File: config.mk
export PLATFORM = sky130hd
export DESIGN_NAME = deadline_timer_queue_flat
export DESIGN_NICKNAME = d
export VERILOG_FILES = /design/src/design/dtq_pkg.sv /design/src/design/dtq_in_if.sv /design/src/design/dtq_out_if.sv /design/src/design/dtq_datapath.sv /design/src/design/dtq_ctrl.sv /design/src/design/deadline_timer_queue.sv /design/src/flat_wrapper.sv
export SDC_FILE = /design/constraint.sdc
export NUM_CORES = 2
export LEC_CHECK = 0
export ABC_AREA = 1
export BUFFER_PORTS_ARGS = -buffer_cell sky130_fd_sc_hd__buf_2
export CAP_MARGIN = 20
export CORE_MARGIN = 4
export CORE_UTILIZATION = 31
export CTS_CLUSTER_DIAMETER = 60
export CTS_CLUSTER_SIZE = 24
export DETAILED_ROUTE_END_ITERATION = 16
export GPL_ROUTABILITY_DRIVEN = 0
export GPL_TIMING_DRIVEN = 0
export SLEW_MARGIN = 20
export SYNTH_ARGS = -nofsm -noshare
export SYNTH_HDL_FRONTEND = slang
export SYNTH_SLANG_ARGS = --single-unit
File: constraint.sdc
create_clock -name clk -period 5.17 [get_ports clk]
set_input_delay 0.7755 -clock clk [delete_from_list [all_inputs] [get_ports clk]]
set_output_delay 0.7755 -clock clk [all_outputs]
set_load 0.02 [all_outputs]
File: src/design/dtq_pkg.sv
// ----------------------------------------------------------------------------
// dtq_pkg
// Shared sizes, codes and controller/datapath bundles of the deadline queue.
// ----------------------------------------------------------------------------
package dtq_pkg;

    localparam int DEPTH     = 16;
    localparam int TIME_BITS = 32;
    localparam int TASK_BITS = 8;
    localparam int MAX_FIRE  = 16;
    localparam int CNT_BITS  = $clog2(DEPTH + 1);
    localparam int FIRE_BITS = $clog2(MAX_FIRE);
    localparam int OP_BITS   = 2;
    localparam int STAT_BITS = 3;

    typedef enum logic [OP_BITS-1:0] {
        OP_ADD    = 2'd0,
        OP_REMOVE = 2'd1,
        OP_TICK   = 2'd2
    } op_t;

    typedef enum logic [STAT_BITS-1:0] {
        ST_ADDED    = 3'd0,
        ST_DUP      = 3'd1,
        ST_FULL     = 3'd2,
        ST_REMOVED  = 3'd3,
        ST_NOTFOUND = 3'd4,
        ST_FIRED    = 3'd5,
        ST_NONEDUE  = 3'd6
    } status_t;

    typedef enum logic [0:0] {
        S_IDLE = 1'b0,
        S_EXEC = 1'b1
    } state_t;

    // controller -> datapath
    typedef struct packed {
        logic    capture;
        logic    insert;
        logic    remove;
        logic    pop;
        logic    emit;
        logic    fired;
        logic    last;
        status_t status;
    } dtq_cmd_t;

    // datapath -> controller
    typedef struct packed {
        logic [OP_BITS-1:0] op;
        logic               found;
        logic               full;
        logic               head_due;
        logic               next_due;
    } dtq_stat_t;

endpackage

File: src/design/dtq_in_if.sv
// ----------------------------------------------------------------------------
// dtq_in_if
// Request channel: operation, deadline, task id and present time.
// ----------------------------------------------------------------------------
interface dtq_in_if import dtq_pkg::*; ();

    logic                 valid;
    logic                 ready;
    logic [OP_BITS-1:0]   operation;
    logic [TIME_BITS-1:0] deadline;
    logic [TASK_BITS-1:0] task_id;
    logic [TIME_BITS-1:0] current_time;

    modport source (output valid, operation, deadline, task_id, current_time, input ready);
    modport sink   (input valid, operation, deadline, task_id, current_time, output ready);

endinterface

File: src/design/dtq_out_if.sv
// ----------------------------------------------------------------------------
// dtq_out_if
// Result channel: status, fired entry and last mark.
// ----------------------------------------------------------------------------
interface dtq_out_if import dtq_pkg::*; ();

    logic                 valid;
    logic                 ready;
    logic [STAT_BITS-1:0] status;
    logic [TASK_BITS-1:0] fired_task;
    logic [TIME_BITS-1:0] fired_deadline;
    logic                 last;

    modport source (output valid, status, fired_task, fired_deadline, last, input ready);
    modport sink   (input valid, status, fired_task, fired_deadline, last, output ready);

endinterface

File: src/design/dtq_datapath.sv
// ----------------------------------------------------------------------------
// dtq_datapath
// Sorted register row of entries, request latch and result register.
// ----------------------------------------------------------------------------
module dtq_datapath import dtq_pkg::*;
(
    input  logic                 clk,
    input  logic                 rst_n,
    input  logic [OP_BITS-1:0]   operation,
    input  logic [TIME_BITS-1:0] deadline,
    input  logic [TASK_BITS-1:0] task_id,
    input  logic [TIME_BITS-1:0] current_time,
    input  dtq_cmd_t             cmd,
    output dtq_stat_t            stat,
    output logic [STAT_BITS-1:0] status,
    output logic [TASK_BITS-1:0] fired_task,
    output logic [TIME_BITS-1:0] fired_deadline,
    output logic                 last
);

    logic [OP_BITS-1:0]   req_op_reg;
    logic [TIME_BITS-1:0] req_dl_reg;
    logic [TASK_BITS-1:0] req_task_reg;
    logic [TIME_BITS-1:0] req_now_reg;

    logic [TIME_BITS-1:0] ent_dl_reg   [DEPTH];
    logic [TASK_BITS-1:0] ent_task_reg [DEPTH];
    logic [TIME_BITS-1:0] ent_dl_next  [DEPTH];
    logic [TASK_BITS-1:0] ent_task_next[DEPTH];
    logic [TIME_BITS-1:0] below_dl     [DEPTH];
    logic [TASK_BITS-1:0] below_task   [DEPTH];
    logic [TIME_BITS-1:0] above_dl     [DEPTH];
    logic [TASK_BITS-1:0] above_task   [DEPTH];

    logic [CNT_BITS-1:0]  count_reg;
    logic [CNT_BITS-1:0]  count_next;

    logic [DEPTH-1:0]     valid_vec;
    logic [DEPTH-1:0]     lt_vec;
    logic [DEPTH-1:0]     eq_vec;
    logic [DEPTH-1:0]     prev_lt;

    status_t              out_status_reg;
    logic [TASK_BITS-1:0] out_task_reg;
    logic [TIME_BITS-1:0] out_dl_reg;
    logic                 out_last_reg;

    always_ff @(posedge clk)
    begin
        if (cmd.capture)
        begin
            req_op_reg   <= operation;
            req_dl_reg   <= deadline;
            req_task_reg <= task_id;
            req_now_reg  <= current_time;
        end
    end

    // per-entry compare against the latched deadline; valid entries form a prefix
    always_comb
    begin
        for (int i = 0; i < DEPTH; i++)
        begin
            valid_vec[i] = CNT_BITS'(i) < count_reg;
            lt_vec[i]    = valid_vec[i] && (ent_dl_reg[i] < req_dl_reg);
            eq_vec[i]    = valid_vec[i] && (ent_dl_reg[i] == req_dl_reg);
        end
    end

    assign prev_lt = {lt_vec[DEPTH-2:0], 1'b1};

    for (genvar i = 0; i < DEPTH; i++)
    begin : g_cell
        if (i == 0)
        begin : g_first
            assign below_dl[i]   = req_dl_reg;
            assign below_task[i] = req_task_reg;
        end
        else
        begin : g_mid
            assign below_dl[i]   = ent_dl_reg[i-1];
            assign below_task[i] = ent_task_reg[i-1];
        end

        if (i == DEPTH - 1)
        begin : g_end
            assign above_dl[i]   = ent_dl_reg[i];
            assign above_task[i] = ent_task_reg[i];
        end
        else
        begin : g_inner
            assign above_dl[i]   = ent_dl_reg[i+1];
            assign above_task[i] = ent_task_reg[i+1];
        end

        // insert: hold below the slot, load at it, shift down past it
        // remove/pop: close the gap by taking the next entry up
        always_comb
        begin
            ent_dl_next[i]   = ent_dl_reg[i];
            ent_task_next[i] = ent_task_reg[i];
            if (cmd.insert && !lt_vec[i])
            begin
                if (prev_lt[i])
                begin
                    ent_dl_next[i]   = req_dl_reg;
                    ent_task_next[i] = req_task_reg;
                end
                else
                begin
                    ent_dl_next[i]   = below_dl[i];
                    ent_task_next[i] = below_task[i];
                end
            end
            else if ((cmd.remove && !lt_vec[i]) || cmd.pop)
            begin
                ent_dl_next[i]   = above_dl[i];
                ent_task_next[i] = above_task[i];
            end
        end
    end

    always_ff @(posedge clk)
    begin
        ent_dl_reg   <= ent_dl_next;
        ent_task_reg <= ent_task_next;
    end

    always_comb
    begin
        count_next = count_reg;
        if (cmd.insert)
            count_next = count_reg + CNT_BITS'(1);
        else if (cmd.remove || cmd.pop)
            count_next = count_reg - CNT_BITS'(1);
    end

    always_ff @(posedge clk or negedge rst_n)
    begin
        if (!rst_n)
            count_reg <= '0;
        else
            count_reg <= count_next;
    end

    assign stat.op       = req_op_reg;
    assign stat.found    = |eq_vec;
    assign stat.full     = count_reg == CNT_BITS'(DEPTH);
    assign stat.head_due = valid_vec[0] && (ent_dl_reg[0] <= req_now_reg);
    assign stat.next_due = valid_vec[1] && (ent_dl_reg[1] <= req_now_reg);

    always_ff @(posedge clk)
    begin
        if (cmd.emit)
        begin
            out_status_reg <= cmd.status;
            out_task_reg   <= cmd.fired ? ent_task_reg[0] : '0;
            out_dl_reg     <= cmd.fired ? ent_dl_reg[0] : '0;
            out_last_reg   <= cmd.last;
        end
    end

    assign status         = out_status_reg;
    assign fired_task     = out_task_reg;
    assign fired_deadline = out_dl_reg;
    assign last           = out_last_reg;

    a_count_bound: assert property (@(posedge clk) disable iff (!rst_n)
        count_reg <= CNT_BITS'(DEPTH))
        else $error("entry count beyond depth");

    a_no_insert_full: assert property (@(posedge clk) disable iff (!rst_n)
        cmd.insert |-> !stat.full && !stat.found)
        else $error("insert into full table or duplicate deadline");

    a_pop_due: assert property (@(posedge clk) disable iff (!rst_n)
        cmd.pop |-> stat.head_due)
        else $error("pop of an entry not due");

    for (genvar i = 0; i < DEPTH - 1; i++)
    begin : g_sorted
        a_sorted: assert property (@(posedge clk) disable iff (!rst_n)
            (CNT_BITS'(i + 1) < count_reg) |-> (ent_dl_reg[i] < ent_dl_reg[i+1]))
            else $error("entry row out of order");
    end

endmodule

File: src/design/dtq_ctrl.sv
// ----------------------------------------------------------------------------
// dtq_ctrl
// Sequencer: takes one request, runs it on the datapath, hands out results.
// ----------------------------------------------------------------------------
module dtq_ctrl import dtq_pkg::*;
(
    input  logic      clk,
    input  logic      rst_n,
    input  logic      in_valid,
    output logic      in_ready,
    output logic      out_valid,
    input  logic      out_ready,
    input  dtq_stat_t stat,
    output dtq_cmd_t  cmd
);

    state_t               state_reg;
    state_t               state_next;
    logic [FIRE_BITS-1:0] fire_cnt_reg;
    logic [FIRE_BITS-1:0] fire_cnt_next;
    logic                 out_valid_reg;
    logic                 out_valid_next;
    logic                 slot_free;
    logic                 tick_last;

    assign slot_free = !out_valid_reg || out_ready;
    assign tick_last = !stat.head_due || !stat.next_due
                    || (fire_cnt_reg == FIRE_BITS'(MAX_FIRE - 1));

    always_comb
    begin
        state_next = state_reg;
        unique case (state_reg)
            S_IDLE:
            begin
                if (in_valid)
                    state_next = S_EXEC;
            end
            S_EXEC:
            begin
                if (slot_free && ((stat.op != OP_TICK) || tick_last))
                    state_next = S_IDLE;
            end
            default: state_next = S_IDLE;
        endcase
    end

    always_comb
    begin
        cmd         = '0;
        cmd.status  = ST_ADDED;
        in_ready    = 1'b0;
        unique case (state_reg)
            S_IDLE:
            begin
                in_ready    = 1'b1;
                cmd.capture = in_valid;
            end
            S_EXEC:
            begin
                if (slot_free)
                begin
                    unique case (stat.op)
                        OP_ADD:
                        begin
                            cmd.emit = 1'b1;
                            cmd.last = 1'b1;
                            if (stat.found)
                                cmd.status = ST_DUP;
                            else if (stat.full)
                                cmd.status = ST_FULL;
                            else
                            begin
                                cmd.status = ST_ADDED;
                                cmd.insert = 1'b1;
                            end
                        end
                        OP_REMOVE:
                        begin
                            cmd.emit   = 1'b1;
                            cmd.last   = 1'b1;
                            cmd.remove = stat.found;
                            cmd.status = stat.found ? ST_REMOVED : ST_NOTFOUND;
                        end
                        OP_TICK:
                        begin
                            cmd.emit = 1'b1;
                            cmd.last = tick_last;
                            if (stat.head_due)
                            begin
                                cmd.status = ST_FIRED;
                                cmd.fired  = 1'b1;
                                cmd.pop    = 1'b1;
                            end
                            else
                                cmd.status = ST_NONEDUE;
                        end
                        default: ;  // unused code: drop silently
                    endcase
                end
            end
            default: ;
        endcase
    end

    always_comb
    begin
        fire_cnt_next = fire_cnt_reg;
        if (cmd.capture)
            fire_cnt_next = '0;
        else if (cmd.pop)
            fire_cnt_next = fire_cnt_reg + FIRE_BITS'(1);
    end

    always_comb
    begin
        if (cmd.emit)
            out_valid_next = 1'b1;
        else if (out_ready)
            out_valid_next = 1'b0;
        else
            out_valid_next = out_valid_reg;
    end

    always_ff @(posedge clk or negedge rst_n)
    begin
        if (!rst_n)
        begin
            state_reg     <= S_IDLE;
            fire_cnt_reg  <= '0;
            out_valid_reg <= 1'b0;
        end
        else
        begin
            state_reg     <= state_next;
            fire_cnt_reg  <= fire_cnt_next;
            out_valid_reg <= out_valid_next;
        end
    end

    assign out_valid = out_valid_reg;

    a_emit_slot: assert property (@(posedge clk) disable iff (!rst_n)
        cmd.emit |-> (!out_valid_reg || out_ready))
        else $error("result overwrites an untaken result");

    a_one_update: assert property (@(posedge clk) disable iff (!rst_n)
        $countones({cmd.insert, cmd.remove, cmd.pop}) <= 1)
        else $error("conflicting table updates");

    a_pop_emits: assert property (@(posedge clk) disable iff (!rst_n)
        cmd.pop |-> cmd.emit && cmd.fired && (cmd.status == ST_FIRED))
        else $error("pop without a fired result");

    a_capture_idle: assert property (@(posedge clk) disable iff (!rst_n)
        cmd.capture |=> (state_reg == S_EXEC) && (fire_cnt_reg == '0))
        else $error("request not taken into execution");

endmodule

File: src/design/deadline_timer_queue.sv
// ----------------------------------------------------------------------------
// deadline_timer_queue
// Deadline-ordered task table with add, remove and time-tick firing.
// ----------------------------------------------------------------------------
// One request is taken at a time. An add, a remove, a tick that finds nothing
// due, or an unused operation is latched when it is transferred and is then
// run in the execute step, where a table update compares every entry against
// the deadline at once and shifts the sorted register row by one place. A
// tick that fires n entries (n at most MAX_FIRE) stays in the execute step
// until the last is fired; results leave the head of the row one per cycle
// while the result channel takes them, and each firing shifts the row. A result
// sits in an output register, so the next request is taken while it waits; a
// stalled result channel holds the sequencer in its execute step. Entries never written are never read.
// ----------------------------------------------------------------------------
module deadline_timer_queue import dtq_pkg::*;
(
    input  logic     clk,
    input  logic     rst_n,
    dtq_in_if.sink   req,
    dtq_out_if.source rsp
);

    dtq_cmd_t  cmd;
    dtq_stat_t stat;

    dtq_ctrl u_ctrl (
        .clk       (clk),
        .rst_n     (rst_n),
        .in_valid  (req.valid),
        .in_ready  (req.ready),
        .out_valid (rsp.valid),
        .out_ready (rsp.ready),
        .stat      (stat),
        .cmd       (cmd)
    );

    dtq_datapath u_datapath (
        .clk            (clk),
        .rst_n          (rst_n),
        .operation      (req.operation),
        .deadline       (req.deadline),
        .task_id        (req.task_id),
        .current_time   (req.current_time),
        .cmd            (cmd),
        .stat           (stat),
        .status         (rsp.status),
        .fired_task     (rsp.fired_task),
        .fired_deadline (rsp.fired_deadline),
        .last           (rsp.last)
    );

endmodule
File: src/flat_wrapper.sv
// flat-port wrapper written by rule: the top's interface ports become plain ports
module deadline_timer_queue_flat import dtq_pkg::*;
  (clk, rst_n, req_valid, req_operation, req_deadline, req_task_id, req_current_time, req_ready, rsp_valid, rsp_status, rsp_fired_task, rsp_fired_deadline, rsp_last, rsp_ready);
  dtq_in_if req_i ();
  dtq_out_if rsp_i ();
  input  logic clk;
  input  logic rst_n;
  input wire logic [$bits(req_i.valid)-1:0] req_valid;
  input wire logic [$bits(req_i.operation)-1:0] req_operation;
  input wire logic [$bits(req_i.deadline)-1:0] req_deadline;
  input wire logic [$bits(req_i.task_id)-1:0] req_task_id;
  input wire logic [$bits(req_i.current_time)-1:0] req_current_time;
  output wire logic [$bits(req_i.ready)-1:0] req_ready;
  output wire logic [$bits(rsp_i.valid)-1:0] rsp_valid;
  output wire logic [$bits(rsp_i.status)-1:0] rsp_status;
  output wire logic [$bits(rsp_i.fired_task)-1:0] rsp_fired_task;
  output wire logic [$bits(rsp_i.fired_deadline)-1:0] rsp_fired_deadline;
  output wire logic [$bits(rsp_i.last)-1:0] rsp_last;
  input wire logic [$bits(rsp_i.ready)-1:0] rsp_ready;
  assign req_i.valid = req_valid;
  assign req_i.operation = req_operation;
  assign req_i.deadline = req_deadline;
  assign req_i.task_id = req_task_id;
  assign req_i.current_time = req_current_time;
  assign req_ready = req_i.ready;
  assign rsp_valid = rsp_i.valid;
  assign rsp_status = rsp_i.status;
  assign rsp_fired_task = rsp_i.fired_task;
  assign rsp_fired_deadline = rsp_i.fired_deadline;
  assign rsp_last = rsp_i.last;
  assign rsp_i.ready = rsp_ready;
  deadline_timer_queue u_core (.clk(clk), .rst_n(rst_n), .req(req_i), .rsp(rsp_i));
endmodule
==> results.json <==
{
  "critPathArrivalTime_ns": 5.54,
  "die_w_um": 424,
  "crit_path_end": "u_core.u_datapath.above_dl[164]",
  "synth-seq-area-share_pct": 42.9,
  "r2r_setup_slack_ns": 0.02,
  "timing.setup.tns_ns": 0,
  "drt_iter0_drc": 5492,
  "crit_type": "reg -> reg",
  "antenna_found_initial": 5,
  "critPathCaptureType": "flip-flop",
  "r2r-end": "u_core.u_datapath.above_dl[164]",
  "status": "completed",
  "drcViolationCount": 0,
  "insertion_delay_ns": 0.70,
  "yosysTopAreaCell": "edfxtp_1",
  "ir_worst_vdd_uv": 286,
  "grt_pass1_vias": 46800,
  "final-seq-area_um2": 23000,
  "synthTopCellsByArea": "edfxtp_1, nand2_1, ha_1",
  "cts_sinks": 769,
  "area_growth_syn_to_layout_pct": 14.0,
  "drt-total-wl_um": 191000,
  "cap_viol_max_count": 0,
  "routedWlPerCell_um": 20.1,
  "grtUsageTotal_pct": 19.4,
  "via_per_inst": 5.18,
  "ant_nets": 0,
  "largest_reg_flops": 480,
  "root_buffer": "clkbuf_16",
  "finalSetupViolations": 0,
  "htree_levels": 3,
  "r2r_start": "u_core.u_datapath.req_dl_reg[23]",
  "ys.flop_type": "edfxtp_1",
  "avgSynthCellArea_um2": 7.88,
  "yosys_warnings": 0,
  "timing.fmax_mhz": 194,
  "fin_area_um2": 61300,
  "final-max-slew-violation-count": 0,
  "synth_edf_count": 758,
  "placed_area_um2": 57800,
  "cts_tree": "yes",
  "cts_buffers": 75,
  "syn_nets": 7475,
  "period_minus_slack_ns": 5.15,
  "grt-ovfl-total": 0,
  "synth_most_common_cell": "nand2_1",
  "ys_types": 39,
  "clockBufferDepth": 3,
  "cp.required_ns": 5.56,
  "leakagePower_nw": 27.7,
  "multi_input_area_um2": 28200,
  "dpl.hpwl_um": 149000,
  "finalPower_mw": 31.0,
  "drive_gt1_share_pct": 7.34,
  "grt_pass1_wl_um": 273000,
  "crit_start": "u_core.u_datapath.req_dl_reg[23]",
  "vias": 49200,
  "dr.pass1.iters": 6,
  "hold_viol": 0,
  "tightest_slew_ns": 1.16,
  "fin_skew_ns": 0.0399,
  "ys_ff_latch": 769,
  "syn_area_um2": 53700,
  "io_pins": 124,
  "syn_inst": 6816,
  "initial_core_util_pct": 31.3,
  "period_share_pct": 99.6,
  "crit_path_max_fanout": 21,
  "start_kind": "flip-flop",
  "synth_top_area_share_pct": 42.4,
  "dieHeight_um": 424,
  "grt_max_degree": 51,
  "async_flop_share_pct": 1.43,
  "die-area_um2": 180000,
  "holdCritPathClass": "in -> reg",
  "io_buffers": 123,
  "clk_pin_slew_ns": 0.08,
  "rows": 152,
  "finalNetCount": 7779,
  "ff2ff_path_depth": 19,
  "fillers": 18200,
  "core-area_um2": 172000,
  "p_per_area_nw_per_um2": 506,
  "synthTopCellsByCount": "nand2_1, nand3_1, edfxtp_1",
  "relSlewSlack_pct": 22.4
}
==> logic make-up (layout without fill, tap and decap cells) <==
| family | Yosys count | after routing | synth area share (%) |
|---|---|---|---|
| flip-flops | 769 | 769 | 42.9 |
| AO/OA/AOI/OAI | 639 | 639 | 6.25 |
| AND/OR/NAND/NOR | 4175 | 4175 | 32.4 |
| adder cells (fa/ha/maj) | 581 | 581 | 13.5 |
| other | 0 | 4 | 0 |
| buffers and inverters | 645 | 1009 | 4.80 |
| XOR/XNOR | 7 | 7 | 0.114 |
==> where the power goes <==
| part | total [mW] | internal [mW] | switching (mW) |
|---|---|---|---|
| Combinational | 14.8 | 4.52 | 10.3 |
| Clock | 5.80 | 2.97 | 2.83 |
| Sequential | 10.4 | 9.15 | 1.22 |
==> area by class of cell <==
cell class	count	share of cell area, %
timing repair buffer	208	3.02
timing repair inverter	19	0.233
inverter	222	1.49
tap	2310	4.72
multi-input combinational	5402	46.0
sequential	769	37.6
antenna	4	0.0163
clock buffer	84	3.20
buffer	423	2.86
clock inverter	53	0.870
==> critical path: stages (launching register included) <==
cell and delay, ns:
edfxtp_1 0.76, clkinvlp_4 0.22, buf_4 0.22, ha_1 0.31
nand2_1 0.07, nor2_1 0.20, nand3_1 0.13, nor2_1 0.15
nand3_1 0.08, nand2_1 0.31, inv_1 0.07, nand2_1 0.18
nor2_1 0.09, nand2_1 0.14, nand3_1 0.23, nand2_1 0.36
buf_2 0.48, nand2_1 0.12, nand2_2 0.45, buf_16 0.23
==> cells in the final DEF (no fill, tap or decap), drive strengths merged, types with 2 or more instances in the layout <==
cell type	netlist	layout
inv	220	222
clkbuf	297	382
a21oi	286	286
o21a	13	13
clkinv	2	25
o2111ai	6	6
nor4	6	6
bufinv	0	2
a211oi	9	9
a21o	4	4
dfrtp	11	11
nand4	239	239
or2	2	2
nand3	876	876
and3	2	2
nor2	283	283
nor3	7	7
diode	0	4
o211ai	8	8
xor2	7	7
o21ai	301	301
o21bai	7	7
nand3b	3	3
edfxtp	758	758
nand2	2757	2757
a31oi	2	2
buf	126	332
ha	581	581
clkinvlp	0	45
==> layer usage <==
metal  part of all wire [%]  global-route usage, %  routed length [µm]  up-vias
met5                      0                      0                   0        -
met4                    4.1                   7.15                7840        0
met3                    9.1                   3.07               17400      319
met2                     42                   31.4               81100     2050
met1                     44                   26.2               84700    22700
li1                       -                      -                   -    24100
==> worst min path at each step <==
stage,startpoint,end,cells past startpoint
global placement,u_core.u_datapath.above_task[6],u_core.u_datapath.above_task[22],2
detailed placement,u_core.u_datapath.above_task[6],u_core.u_datapath.above_task[22],2
floorplan,rst_n,u_core.u_ctrl.fire_cnt_reg[0],0
CTS,req_deadline[8],u_core.u_datapath.req_dl_reg[8],1
finish,req_deadline[12],u_core.u_datapath.req_dl_reg[12],1
global route,req_deadline[4],u_core.u_datapath.req_dl_reg[4],1
==> metrics by stage <==
| step | util, % | hold slack (ns) | setup slack [ns] | cells |
|---|---|---|---|---|
| floorplan | - | 0.480 | 0.982 | 6816 |
| global placement | 33.3 | 0.500 | -1.27 | 9249 |
| detailed placement | 33.6 | 0.502 | 0.0336 | 9268 |
| CTS | 35.1 | 0.195 | 0.0135 | 9406 |
| global route | 35.6 | 0.207 | -0.00632 | 9490 |
| finish | 35.6 | 0.241 | 0.0209 | 9494 |
==> timing repair <==
| item | CTS | global route |
|---|---|---|
| hold endpoints to repair | 11 | 0 |
| buffers inserted | 0 | 60 |
| resized for setup | 0 | 43 |
| hold buffers | 1 | 0 |
| setup endpoints to repair | 0 | 619 |
Note: power is estimated with default switching activity, not from simulation.
